File: config.mk
export PLATFORM = sky130hd
export DESIGN_NAME = quicksort_lomuto_sorter
export DESIGN_NICKNAME = d
export VERILOG_FILES = /design/src/hw/rtl/qsl_pkg.sv /design/src/hw/rtl/qsl_ram.sv /design/src/hw/rtl/quicksort_lomuto_sorter.sv
export SDC_FILE = /design/constraint.sdc
export NUM_CORES = 2
export LEC_CHECK = 0
export BUFFER_PORTS_ARGS = -buffer_cell sky130_fd_sc_hd__buf_2
export CORE_UTILIZATION = 25
export CTS_CLUSTER_SIZE = 25
export DETAILED_ROUTE_END_ITERATION = 8
export GPL_TIMING_DRIVEN = 0
export PLACE_DENSITY = 0.34
export SLEW_MARGIN = 15
export SYNTH_ARGS = -nofsm -noshare
export SYNTH_HDL_FRONTEND = slang
export SYNTH_SLANG_ARGS = --single-unit
export TNS_END_PERCENT = 100
File: constraint.sdc
create_clock -name clk -period 8.7 [get_ports clk]
set_clock_uncertainty 0.1 [all_clocks]
set_input_delay 0.435 -clock clk [delete_from_list [all_inputs] [get_ports clk]]
set_output_delay 0.435 -clock clk [all_outputs]
set_load 0.01 [all_outputs]
File: src/hw/rtl/qsl_pkg.sv
`timescale 1ns / 1ps

package qsl_pkg;

    localparam int DEPTH       = 64;
    localparam int KEY_BITS    = 32;
    localparam int IDX_W       = $clog2(DEPTH);
    localparam int CNT_W       = $clog2(DEPTH + 1);
    localparam int STACK_SLOTS = DEPTH;

    typedef logic signed [KEY_BITS-1:0] key_t;
    typedef logic [IDX_W-1:0]           idx_t;
    typedef logic [CNT_W-1:0]           cnt_t;

    // One pending range of the sort, low and high index inclusive.
    typedef struct packed {
        idx_t lo;
        idx_t hi;
    } range_t;

    typedef struct packed {
        logic signed [31:0] key_in;
        logic               last_in;
    } in_word_t;

    typedef struct packed {
        logic signed [31:0] key_out;
        logic               last_out;
        logic               overflow;
    } out_word_t;

    typedef enum logic [3:0] {
        ST_LOAD,
        ST_SORT_INIT,
        ST_POP,
        ST_POP_WAIT,
        ST_PIV_WAIT,
        ST_SCAN_RD,
        ST_SCAN_CMP,
        ST_SWAP_A,
        ST_SWAP_B,
        ST_FINAL,
        ST_FIN_A,
        ST_FIN_B,
        ST_PUSH_A,
        ST_PUSH_B,
        ST_EMIT_RD,
        ST_EMIT_LD
    } state_t;

    // Sign-extend or truncate the incoming 32-bit field to the key width.
    function automatic key_t make_key(input logic signed [31:0] raw);
        return key_t'(raw);
    endfunction

endpackage

File: src/hw/rtl/qsl_ram.sv
`timescale 1ns / 1ps

module qsl_ram #(
    parameter int WIDTH = 32,
    parameter int DEPTH = 64
) (
    input  logic                     clk,
    input  logic                     we,
    input  logic [$clog2(DEPTH)-1:0] waddr,
    input  logic [WIDTH-1:0]         wdata,
    input  logic                     re,
    input  logic [$clog2(DEPTH)-1:0] raddr,
    output logic [WIDTH-1:0]         rdata
);

    logic [WIDTH-1:0] mem [DEPTH];

    always_ff @(posedge clk)
    begin
        if (we)
        begin
            mem[waddr] <= wdata;
        end
        if (re)
        begin
            rdata <= mem[raddr];
        end
    end

endmodule

File: src/hw/rtl/quicksort_lomuto_sorter.sv
`timescale 1ns / 1ps

// Sorts a set of up to 64 signed keys in ascending order.
// Input channel (key_valid, key_stall, key_word): one key per word; the word
// with last_in set closes the set. Keys are taken one per cycle while loading;
// a key that arrives with the memory full is dropped and flags overflow.
// After the last word the input stalls while an in-place quicksort runs on the
// key memory, using Lomuto partitioning and a range stack held in a second
// memory. Each element is read and compared with the pivot and, when smaller,
// exchanged with the key at the fill point; each range adds a pop, a pivot
// fetch, a final exchange of the pivot and the pushes of its parts.
// Output channel (sorted_valid, sorted_stall, sorted_word): each sorted key is
// read from memory, then loaded into an output register; last_out marks
// the final key and overflow is set on every word of a set that lost keys.
// A stall on the output simply holds the current word and pauses emission.
// The input opens again as soon as the final word sits in the output register.
// Reset returns the block to loading with an empty set; the memories are not
// cleared, since only written entries are ever read.
module quicksort_lomuto_sorter
    import qsl_pkg::*;
(
    input  logic      clk,
    input  logic      rst_n,
    input  logic      key_valid,
    output logic      key_stall,
    input  in_word_t  key_word,
    output logic      sorted_valid,
    input  logic      sorted_stall,
    output out_word_t sorted_word
);

    state_t    state_reg, state_next;
    cnt_t      count_reg, count_next;
    cnt_t      sp_reg, sp_next;
    cnt_t      k_reg, k_next;
    logic      dropped_reg, dropped_next;
    idx_t      lo_reg, lo_next;
    idx_t      hi_reg, hi_next;
    idx_t      fill_reg, fill_next;
    idx_t      j_reg, j_next;
    key_t      pivot_reg, pivot_next;
    key_t      tmp_reg, tmp_next;
    logic      out_valid_reg, out_valid_next;
    out_word_t out_word_reg, out_word_next;

    logic   key_we, key_re;
    idx_t   key_waddr, key_raddr;
    key_t   key_wdata, key_rdata;
    logic   stk_we, stk_re;
    idx_t   stk_waddr, stk_raddr;
    range_t stk_wdata, stk_rdata;

    logic   out_free;
    logic   is_less;
    logic   scan_end;
    cnt_t   p_ext, lo_ext, hi_ext;

    qsl_ram #(
        .WIDTH ($bits(key_t)),
        .DEPTH (DEPTH)
    ) u_key_ram (
        .clk   (clk),
        .we    (key_we),
        .waddr (key_waddr),
        .wdata (key_wdata),
        .re    (key_re),
        .raddr (key_raddr),
        .rdata (key_rdata)
    );

    qsl_ram #(
        .WIDTH ($bits(range_t)),
        .DEPTH (STACK_SLOTS)
    ) u_stack_ram (
        .clk   (clk),
        .we    (stk_we),
        .waddr (stk_waddr),
        .wdata (stk_wdata),
        .re    (stk_re),
        .raddr (stk_raddr),
        .rdata (stk_rdata)
    );

    assign key_stall    = (state_reg != ST_LOAD);
    assign sorted_valid = out_valid_reg;
    assign sorted_word  = out_word_reg;

    assign out_free = !out_valid_reg || !sorted_stall;
    assign is_less  = (key_rdata < pivot_reg);
    assign scan_end = (idx_t'(j_reg + idx_t'(1)) == hi_reg);
    assign p_ext    = cnt_t'(fill_reg);
    assign lo_ext   = cnt_t'(lo_reg);
    assign hi_ext   = cnt_t'(hi_reg);

    always_comb
    begin
        state_next = state_reg;
        unique case (state_reg)
            ST_LOAD:
            begin
                if (key_valid && key_word.last_in)
                begin
                    state_next = ST_SORT_INIT;
                end
            end
            ST_SORT_INIT: state_next = ST_POP;
            ST_POP:
            begin
                if (sp_reg == '0)
                begin
                    state_next = ST_EMIT_RD;
                end
                else
                begin
                    state_next = ST_POP_WAIT;
                end
            end
            ST_POP_WAIT: state_next = ST_PIV_WAIT;
            ST_PIV_WAIT: state_next = ST_SCAN_RD;
            ST_SCAN_RD:  state_next = ST_SCAN_CMP;
            ST_SCAN_CMP:
            begin
                if (is_less && (fill_reg != j_reg))
                begin
                    state_next = ST_SWAP_A;
                end
                else if (scan_end)
                begin
                    state_next = ST_FINAL;
                end
                else
                begin
                    state_next = ST_SCAN_RD;
                end
            end
            ST_SWAP_A: state_next = ST_SWAP_B;
            ST_SWAP_B:
            begin
                if (scan_end)
                begin
                    state_next = ST_FINAL;
                end
                else
                begin
                    state_next = ST_SCAN_RD;
                end
            end
            ST_FINAL:
            begin
                if (fill_reg == hi_reg)
                begin
                    state_next = ST_PUSH_A;
                end
                else
                begin
                    state_next = ST_FIN_A;
                end
            end
            ST_FIN_A:  state_next = ST_FIN_B;
            ST_FIN_B:  state_next = ST_PUSH_A;
            ST_PUSH_A: state_next = ST_PUSH_B;
            ST_PUSH_B: state_next = ST_POP;
            ST_EMIT_RD:
            begin
                if (out_free)
                begin
                    state_next = ST_EMIT_LD;
                end
            end
            ST_EMIT_LD:
            begin
                if (k_reg + cnt_t'(1) == count_reg)
                begin
                    state_next = ST_LOAD;
                end
                else
                begin
                    state_next = ST_EMIT_RD;
                end
            end
            default: state_next = ST_LOAD;
        endcase
    end

    always_comb
    begin
        count_next     = count_reg;
        sp_next        = sp_reg;
        k_next         = k_reg;
        dropped_next   = dropped_reg;
        lo_next        = lo_reg;
        hi_next        = hi_reg;
        fill_next      = fill_reg;
        j_next         = j_reg;
        pivot_next     = pivot_reg;
        tmp_next       = tmp_reg;
        out_word_next  = out_word_reg;
        out_valid_next = out_valid_reg && sorted_stall;

        key_we    = 1'b0;
        key_waddr = '0;
        key_wdata = '0;
        key_re    = 1'b0;
        key_raddr = '0;
        stk_we    = 1'b0;
        stk_waddr = sp_reg[IDX_W-1:0];
        stk_wdata = '0;
        stk_re    = 1'b0;
        stk_raddr = '0;

        unique case (state_reg)
            ST_LOAD:
            begin
                if (key_valid)
                begin
                    if (count_reg < cnt_t'(DEPTH))
                    begin
                        key_we     = 1'b1;
                        key_waddr  = count_reg[IDX_W-1:0];
                        key_wdata  = make_key(key_word.key_in);
                        count_next = count_reg + cnt_t'(1);
                    end
                    else
                    begin
                        dropped_next = 1'b1;
                    end
                end
            end
            ST_SORT_INIT:
            begin
                k_next  = '0;
                sp_next = '0;
                if (count_reg >= cnt_t'(2))
                begin
                    stk_we    = 1'b1;
                    stk_waddr = '0;
                    stk_wdata = '{lo: '0, hi: idx_t'(count_reg - cnt_t'(1))};
                    sp_next   = cnt_t'(1);
                end
            end
            ST_POP:
            begin
                if (sp_reg != '0)
                begin
                    stk_re    = 1'b1;
                    stk_raddr = idx_t'(sp_reg - cnt_t'(1));
                    sp_next   = sp_reg - cnt_t'(1);
                end
            end
            ST_POP_WAIT:
            begin
                lo_next   = stk_rdata.lo;
                hi_next   = stk_rdata.hi;
                key_re    = 1'b1;
                key_raddr = stk_rdata.hi;
            end
            ST_PIV_WAIT:
            begin
                pivot_next = key_rdata;
                fill_next  = lo_reg;
                j_next     = lo_reg;
            end
            ST_SCAN_RD:
            begin
                key_re    = 1'b1;
                key_raddr = j_reg;
            end
            ST_SCAN_CMP:
            begin
                tmp_next = key_rdata;
                if (is_less && (fill_reg != j_reg))
                begin
                    // Fetch the key at the fill point to exchange it.
                    key_re    = 1'b1;
                    key_raddr = fill_reg;
                end
                else if (is_less)
                begin
                    fill_next = fill_reg + idx_t'(1);
                    j_next    = j_reg + idx_t'(1);
                end
                else
                begin
                    j_next = j_reg + idx_t'(1);
                end
            end
            ST_SWAP_A:
            begin
                key_we    = 1'b1;
                key_waddr = fill_reg;
                key_wdata = tmp_reg;
                tmp_next  = key_rdata;
            end
            ST_SWAP_B:
            begin
                key_we    = 1'b1;
                key_waddr = j_reg;
                key_wdata = tmp_reg;
                fill_next = fill_reg + idx_t'(1);
                j_next    = j_reg + idx_t'(1);
            end
            ST_FINAL:
            begin
                if (fill_reg != hi_reg)
                begin
                    key_re    = 1'b1;
                    key_raddr = fill_reg;
                end
            end
            ST_FIN_A:
            begin
                key_we    = 1'b1;
                key_waddr = fill_reg;
                key_wdata = pivot_reg;
                tmp_next  = key_rdata;
            end
            ST_FIN_B:
            begin
                key_we    = 1'b1;
                key_waddr = hi_reg;
                key_wdata = tmp_reg;
            end
            ST_PUSH_A:
            begin
                // The right part goes first only when a left part exists.
                if ((fill_reg > lo_reg) && (hi_ext > p_ext + cnt_t'(1))
                    && (sp_reg < cnt_t'(STACK_SLOTS)))
                begin
                    stk_we    = 1'b1;
                    stk_wdata = '{lo: idx_t'(p_ext + cnt_t'(1)), hi: hi_reg};
                    sp_next   = sp_reg + cnt_t'(1);
                end
            end
            ST_PUSH_B:
            begin
                if (sp_reg < cnt_t'(STACK_SLOTS))
                begin
                    if (fill_reg > lo_reg)
                    begin
                        if (p_ext > lo_ext + cnt_t'(1))
                        begin
                            stk_we    = 1'b1;
                            stk_wdata = '{lo: lo_reg, hi: idx_t'(p_ext - cnt_t'(1))};
                            sp_next   = sp_reg + cnt_t'(1);
                        end
                    end
                    else if (hi_ext > p_ext + cnt_t'(1))
                    begin
                        stk_we    = 1'b1;
                        stk_wdata = '{lo: idx_t'(p_ext + cnt_t'(1)), hi: hi_reg};
                        sp_next   = sp_reg + cnt_t'(1);
                    end
                end
            end
            ST_EMIT_RD:
            begin
                if (out_free)
                begin
                    key_re    = 1'b1;
                    key_raddr = k_reg[IDX_W-1:0];
                end
            end
            ST_EMIT_LD:
            begin
                out_valid_next         = 1'b1;
                out_word_next.key_out  = 32'(key_rdata);
                out_word_next.last_out = (k_reg + cnt_t'(1) == count_reg);
                out_word_next.overflow = dropped_reg;
                k_next                 = k_reg + cnt_t'(1);
                if (k_reg + cnt_t'(1) == count_reg)
                begin
                    count_next   = '0;
                    dropped_next = 1'b0;
                    sp_next      = '0;
                    k_next       = '0;
                end
            end
            default:
            begin
            end
        endcase
    end

    always_ff @(posedge clk or negedge rst_n)
    begin
        if (!rst_n)
        begin
            state_reg     <= ST_LOAD;
            count_reg     <= '0;
            sp_reg        <= '0;
            k_reg         <= '0;
            dropped_reg   <= 1'b0;
            out_valid_reg <= 1'b0;
        end
        else
        begin
            state_reg     <= state_next;
            count_reg     <= count_next;
            sp_reg        <= sp_next;
            k_reg         <= k_next;
            dropped_reg   <= dropped_next;
            out_valid_reg <= out_valid_next;
        end
    end

    always_ff @(posedge clk)
    begin
        lo_reg       <= lo_next;
        hi_reg       <= hi_next;
        fill_reg     <= fill_next;
        j_reg        <= j_next;
        pivot_reg    <= pivot_next;
        tmp_reg      <= tmp_next;
        out_word_reg <= out_word_next;
    end

`ifndef SYNTHESIS
    a_count_bound : assert property (@(posedge clk) disable iff (!rst_n)
        count_reg <= cnt_t'(DEPTH))
        else $error("key count exceeds memory depth");

    a_stack_bound : assert property (@(posedge clk) disable iff (!rst_n)
        sp_reg <= cnt_t'(STACK_SLOTS))
        else $error("range stack pointer out of range");

    a_scan_order : assert property (@(posedge clk) disable iff (!rst_n)
        (state_reg == ST_SCAN_RD) |-> ((fill_reg <= j_reg) && (j_reg < hi_reg)))
        else $error("partition indices out of order");

    a_emit_free : assert property (@(posedge clk) disable iff (!rst_n)
        (state_reg == ST_EMIT_LD) |-> !out_valid_reg)
        else $error("output word overwritten before it was taken");
`endif

endmodule

; ---- Word-level counts from Yosys, hierarchy flattened
; Memory sizes are Yosys's and may differ from the RTL's. A register that Yosys moved wholly into a read port is not among the register bits.
; Cells that the tools add are included.
; Widths: inputs -> output; s select.
[classes]
n_bitwise = 0
mul = 0
addsub = 10
muxes = 73
n_eq_ne = 33
n_reduce_logical = 28
n_lt_le_gt_ge = 7
n_div = 0
shift = 0
[op_table]
columns = operator, n
row1 = $pmux 32 s3, 1
row2 = $mux 6, 13
row3 = $mux 7, 10
row4 = $mux 32, 2
row5 = $mux 12, 5
row6 = $pmux 4 s15, 1
row7 = $pmux 12 s3, 1
row8 = $pmux 6 s3, 2
row9 = $pmux 7 s5, 1
row10 = $eq 4x4->1 const B, 8
row11 = $lt 32x32->1, 1
row12 = $pmux 6 s5, 1
row13 = $pmux 7 s2, 2
row14 = $mux 4, 6
row15 = $pmux 6 s4, 1
row16 = $mux 1, 22
row17 = $ne 2x2->1 const B, 11
row18 = $add 7x1->7 const B, 3
row19 = $eq 4x3->1 const B, 4
row20 = $add 6x1->7 const B, 2
row21 = $gt 6x7->1, 2
row22 = $lt 7x7->1 const B, 2
row23 = $add 6x1->6 const B, 2
row24 = $eq 6x6->1, 2
row25 = other kinds (30), 46
[totals]
mem_bits_rw = 2816
wordCells = 168
mem_count = 2
inputBits = 37
out_inout_bits = 36
latchBits = 0
rom_bits = 0
regBits = 149
[mem_list]
columns = name, depth, width, read_ports, rd_ports_with_merged_regs, wr, line_no
row1 = u_key_ram.mem, 64, 32, 1, 1, 1, qsl_ram.sv:16  ; logic [WIDTH-1:0] mem [DEPTH];
row2 = u_stack_ram.mem, 64, 12, 1, 1, 1, qsl_ram.sv:16

; ---- Depth between registers and ports, before layout
[logic_depth]
word_depth = 8
ltp_mapped = 18
depth_no_buf = 15

; ---- Cells and area by module
; Synthesis repeated with hierarchy kept, for this count alone.
[hier_totals]
hier_cells = 5529
area_unflattened_um2 = 117418.9
[by_module_without_submodules]
columns = module, cells_per_inst, seq_area_each_um2, n_inst, area_each_um2
row1 = qsl_ram at u_key_ram, 3361, 62459.9, 1, 78691.7
row2 = qsl_ram at u_stack_ram, 1339, 23422.5, 1, 29971.2
row3 = quicksort_lomuto_sorter, 829, 4339.2, 1, 8755.9

; ---- Worst setup path after synthesis
; Ideal clock, no wire load.
[synth_path]
path_type = flip-flop to flip-flop
start = reg fill_reg[0]
end = mem u_stack_ram.mem[0][11] (netlist bit), data pin
required_ns = 8.048
n_path_buf = 1
setup_time_ns = 0.552
path_stages_with_launch = 15
arrival_ns = 4.211
period_less_slack_ns = 4.864
setup_slack_ns = 3.836
cell_sequence = edfxtp_1 clkbuf_1 inv_1 ha_1 inv_1 ha_1 nor2b_1 o21a_1 o21bai_1 a21oi_1 o21a_1 nand2_1 nor2_1 a31oi_1 o22ai_1
[synth_lines]
columns = element, line_no
row1 = "start, declared", quicksort_lomuto_sorter.sv:39  ; idx_t fill_reg, fill_next;
row2 = "start signal, assigned", quicksort_lomuto_sorter.sv:410  ; fill_reg <= fill_next;
row3 = "end, declared", qsl_ram.sv:16

; ---- Worst setup path in the final report
[layout_path]
start = reg fill_reg[0]
end = reg u_key_ram.rdata[8], read port of u_key_ram.mem, data pin
[layout_via]
elab_chain_cells = 4
elab_cells_between_ends = 9
classes_between = 2 x eq/ne / 6 x mux / 1 x reduce/logical
[layout_rtl]
columns = element, line_no
row1 = $ne 6x6->1, quicksort_lomuto_sorter.sv:271  ; if (is_less && (fill_reg != j_reg))
row2 = $logic_and 1x1->1, quicksort_lomuto_sorter.sv:271
row3 = $mux 6 / $mux 1 (equally long branches), quicksort_lomuto_sorter.sv:271
row4 = $pmux 6 s5 / $pmux 1 s4 (equally long branches), quicksort_lomuto_sorter.sv:211  ; unique case (state_reg)
row5 = "end, declared", qsl_ram.sv:13  ; output logic [WIDTH-1:0] rdata
; Parallel ways exist; a longest one is shown, timed or not.
; A chain may end at the register's enable or synchronous reset.

==> impl_metrics.py <==
metrics = {
    "timing": {
        "maxSlewHeadroom_pct": 5.634,
        "timing.final.crit_share_pct": 95.17,
        "tightest_slew_ps": 1401,
        "fin_setup_tns_ps": 0,
        "hold_violations": 0,
        "final_max_slew_viol_count": 0,
        "final-setup-viol-count": 0,
        "rsz0062_at_grt": "false",
        "fmax_mhz": 120.8,
        "period_minus_slack_ps": 8280,
        "setup_ws_ps": 420.5,
    },
    "critical_path": {
        "path_cells": "clkbuf_1, inv_1, ha_1, nor3_1, nor3_1, a21boi_0, o21a_1, buf_4, buf_6, buf_4, clkbuf_1, nand2_1, a32oi_1, nand4_1, or3_1",
        "cp.arrival_ps": 8840,
        "crit_slowest_cell": "nand4_1",
        "timing.rr.start": "fill_reg[0]$_DFFE_PP_",
        "slowest_delay_ps": 1050,
        "r2r_setup_slack_ps": 420,
        "cp_num_buf_inv": 6,
        "start_kind": "flop",
        "worstRegToRegCells": 15,
        "end_kind": "flop",
        "critical_path.top_delay_family": "buffers and inverters",
        "cp_max_fo": 12,
        "timing.rr.end": "u_key_ram.rdata[8]$_DFFE_PP_",
        "required_ps": 9260,
        "critPathKind": "flop to flop",
    },
    "final_layout": {
        "fin_area_mm2": 0.1459,
        "largest_reg_flops": 2048,
        "nets": 8188,
        "final_core_util_pct": 30.41,
        "synthToLayoutAreaGrowth_pct": 20.93,
        "largest-register": "u_key_ram.mem",
        "n_fill_cell": 47220,
        "drive_above_1_share_pct": 16.39,
    },
    "synthesis": {
        "syn_area_per_cell_um2": 16.16,
        "synth_most_common_cell": "edfxtp_1",
        "synth_top_family_by_area": "multiplexers",
        "synth_compound_area_share_pct": 3.644,
        "synthSimpleGateAreaFrac_pct": 8.422,
        "synthMuxAreaShare_pct": 10.25,
        "synth_xor_area_share_pct": 0.4212,
        "ys_ff_latch": 3009,
        "synth_fa_ha_area_share_pct": 0.6017,
        "netlist_top_cells_count": "2982 x edfxtp_1, 1131 x nand2_1, 746 x mux2i_1",
        "synth_warnings": 0,
        "ys_top_cells_by_area": "edfxtp_1 74%, mux2i_1 6.2%, mux4_2 3.6%",
        "synth-edff-count": 2982,
        "syn_inst": 7462,
        "synth_area_mm2": 0.1206,
        "synthFlopType": "edfxtp_1",
        "ys_seq_area_share_pct": 74.81,
        "synth_top_area_share_pct": 74.25,
        "syn_nets": 7557,
        "async_flop_share_pct": 0.8973,
        "synth_top_cell_by_area": "edfxtp_1",
        "synth_cell_types": 84,
    },
    "job": {
        "drv_cap": 0,
    },
    "cts": {
        "clk_latency_ps": 970,
        "post_cts_resized": 0,
        "htreeDepth": 5,
        "clk_pin_slew_ps": 60,
        "cts.sinks": 3009,
        "cts_tree": "done",
        "cts_buffers": 355,
        "cts.path.max_buffers": 4,
        "root_buffer": "clkbuf_16",
    },
    "worst_hold_path": {
        "min_path_cells": 2,
        "min-delay-start": "key_word[20]",
        "hold_path_class": "input port to flop",
        "min_to": "u_key_ram.mem[1][19]$_DFFE_PP_",
    },
    "die": {
        "boundaryPins": 73,
        "start_util_pct": 25.15,
        "die_y_um": 696.6,
        "die_area_mm2": 0.4852,
        "die_w_um": 696.6,
        "core-area_mm2": 0.4796,
        "std_cell_rows": 254,
    },
    "place": {
        "place_congestion": 0.8375,
        "dpl_cell_area_mm2": 0.1345,
        "dp_slack_ps": 561.2,
        "dp_hpwl_um": 318200,
        "portBuffers": 72,
    },
    "global_route": {
        "grt_max_degree": 65,
        "antenna_found_initial": 50,
        "first_global_vias": 69530,
        "gr-total-overflow": 0,
        "grt_pass1_wl_um": 601400,
        "grt_util_all_layers_pct": 17.97,
    },
    "route": {
        "routed_wl_um": 445900,
        "drt_iter0_drc": 6546,
        "dr.pass1.iters": 6,
        "vias_per_cell": 4.692,
        "final_antenna_net_count": 0,
        "vias": 69560,
        "drc": 0,
        "wl_per_cell_um": 30.08,
    },
    "power": {
        "p_per_area_mw_per_mm2": 206.4,
        "leakage_nw": 41.72,
        "p_total_w": 0.03010,
        "peakVddDrop_mv": 0.1519,
    },
    "run_status": {
        "outcome": "finished, final reports clean",
    },
}
[where the power goes]
group	leakage (nW)	switching, W	internal, W
logic	15.5	0.0000139	0.0000113
clock network	5.37	0.00622	0.00816
registers	20.9	0.0000000000000000000104	0.0157
[final cells by class]
class / count / area [um2] / area share, %
Multi-Input combinational cell: 3952 / 29420 / 20.17
Timing Repair Buffer: 274 / 4761 / 3.264
Clock inverter: 192 / 1800 / 1.234
Clock buffer: 438 / 9259 / 6.348
Sequential cell: 3009 / 90220 / 61.86
Buffer: 447 / 2037 / 1.397
Tap cell: 6400 / 8008 / 5.490
Antenna cell: 58 / 145.1 / 0.09951
Inverter: 54 / 202.7 / 0.1390
[repair_timing]
action | 4_1_cts | 5_1_grt
setup buffers | 0 | 0
hold endpoints to repair | 125 | 0
hold buffers | 15 | 0
endpoints found under the setup margin | 0 | 0
[cell usage in the layout, fill, tap and decap left out, types with 58 or more instances in the layout]
master and n:
clkinv_2 59, nor2_4 65, nor2_1 97, clkbuf_1 302, clkinv_1 82, buf_2 229
a211oi_1 109, nand3_1 592, mux4_2 193, ha_1 58, clkbuf_16 358, nand4_1 88
diode_2 58, nor2_2 62, mux2i_1 746, edfxtp_1 2982, nand2_1 1131, a32oi_1 80
and2_1 73, buf_16 101
[logic make-up (layout without fill, tap and decap cells)]
family	after synthesis	count (layout)
flip-flops	3009	3009
AO/OA/AOI/OAI	571	571
other	0	58
multiplexers	988	988
buffers and inverters	501	1405
XOR/XNOR	58	58
adder cells (fa/ha/maj)	58	58
AND/OR/NAND/NOR	2277	2277
[layer usage]
metal  vias to the layer above  track usage, %  wire (um)
met5                         -               0        116
met4                        18           4.595      12370
met3                       541           3.944      27970
met2                      2063           28.06     200300
met1                     36590           25.25     205100
li1                      30350               -          -
[how the worst max path moves through the flow]
stage | start | endpoint | slack (ps) | depth (start not counted)
2_1_floorplan | fill_reg[0]$_DFFE_PP_ | u_stack_ram.mem[0][11]$_DFFE_PP_ | 3840 | 14
3_3_place_gp | fill_reg[3]$_DFFE_PP_ | u_stack_ram.mem[25][6]$_DFFE_PP_ | -1260 | 13
3_5_place_dp | fill_reg[0]$_DFFE_PP_ | u_key_ram.rdata[9]$_DFFE_PP_ | 560 | 15
4_1_cts | fill_reg[0]$_DFFE_PP_ | u_key_ram.rdata[9]$_DFFE_PP_ | 550 | 15
5_1_grt | u_key_ram.rdata[15]$_DFFE_PP_ | u_key_ram.rdata[13]$_DFFE_PP_ | 290 | 14
6_report | fill_reg[0]$_DFFE_PP_ | u_key_ram.rdata[8]$_DFFE_PP_ | 420 | 15
[through the flow]
step	cells	hold WS, ps
floorplan	7462	39.41
global placement	13930	314.4
detailed placement	14120	309.3
CTS	14770	9.901
global route	14770	62.86
finish	14820	90.69
No activity file was read; power rests on OpenSTA's default activity.
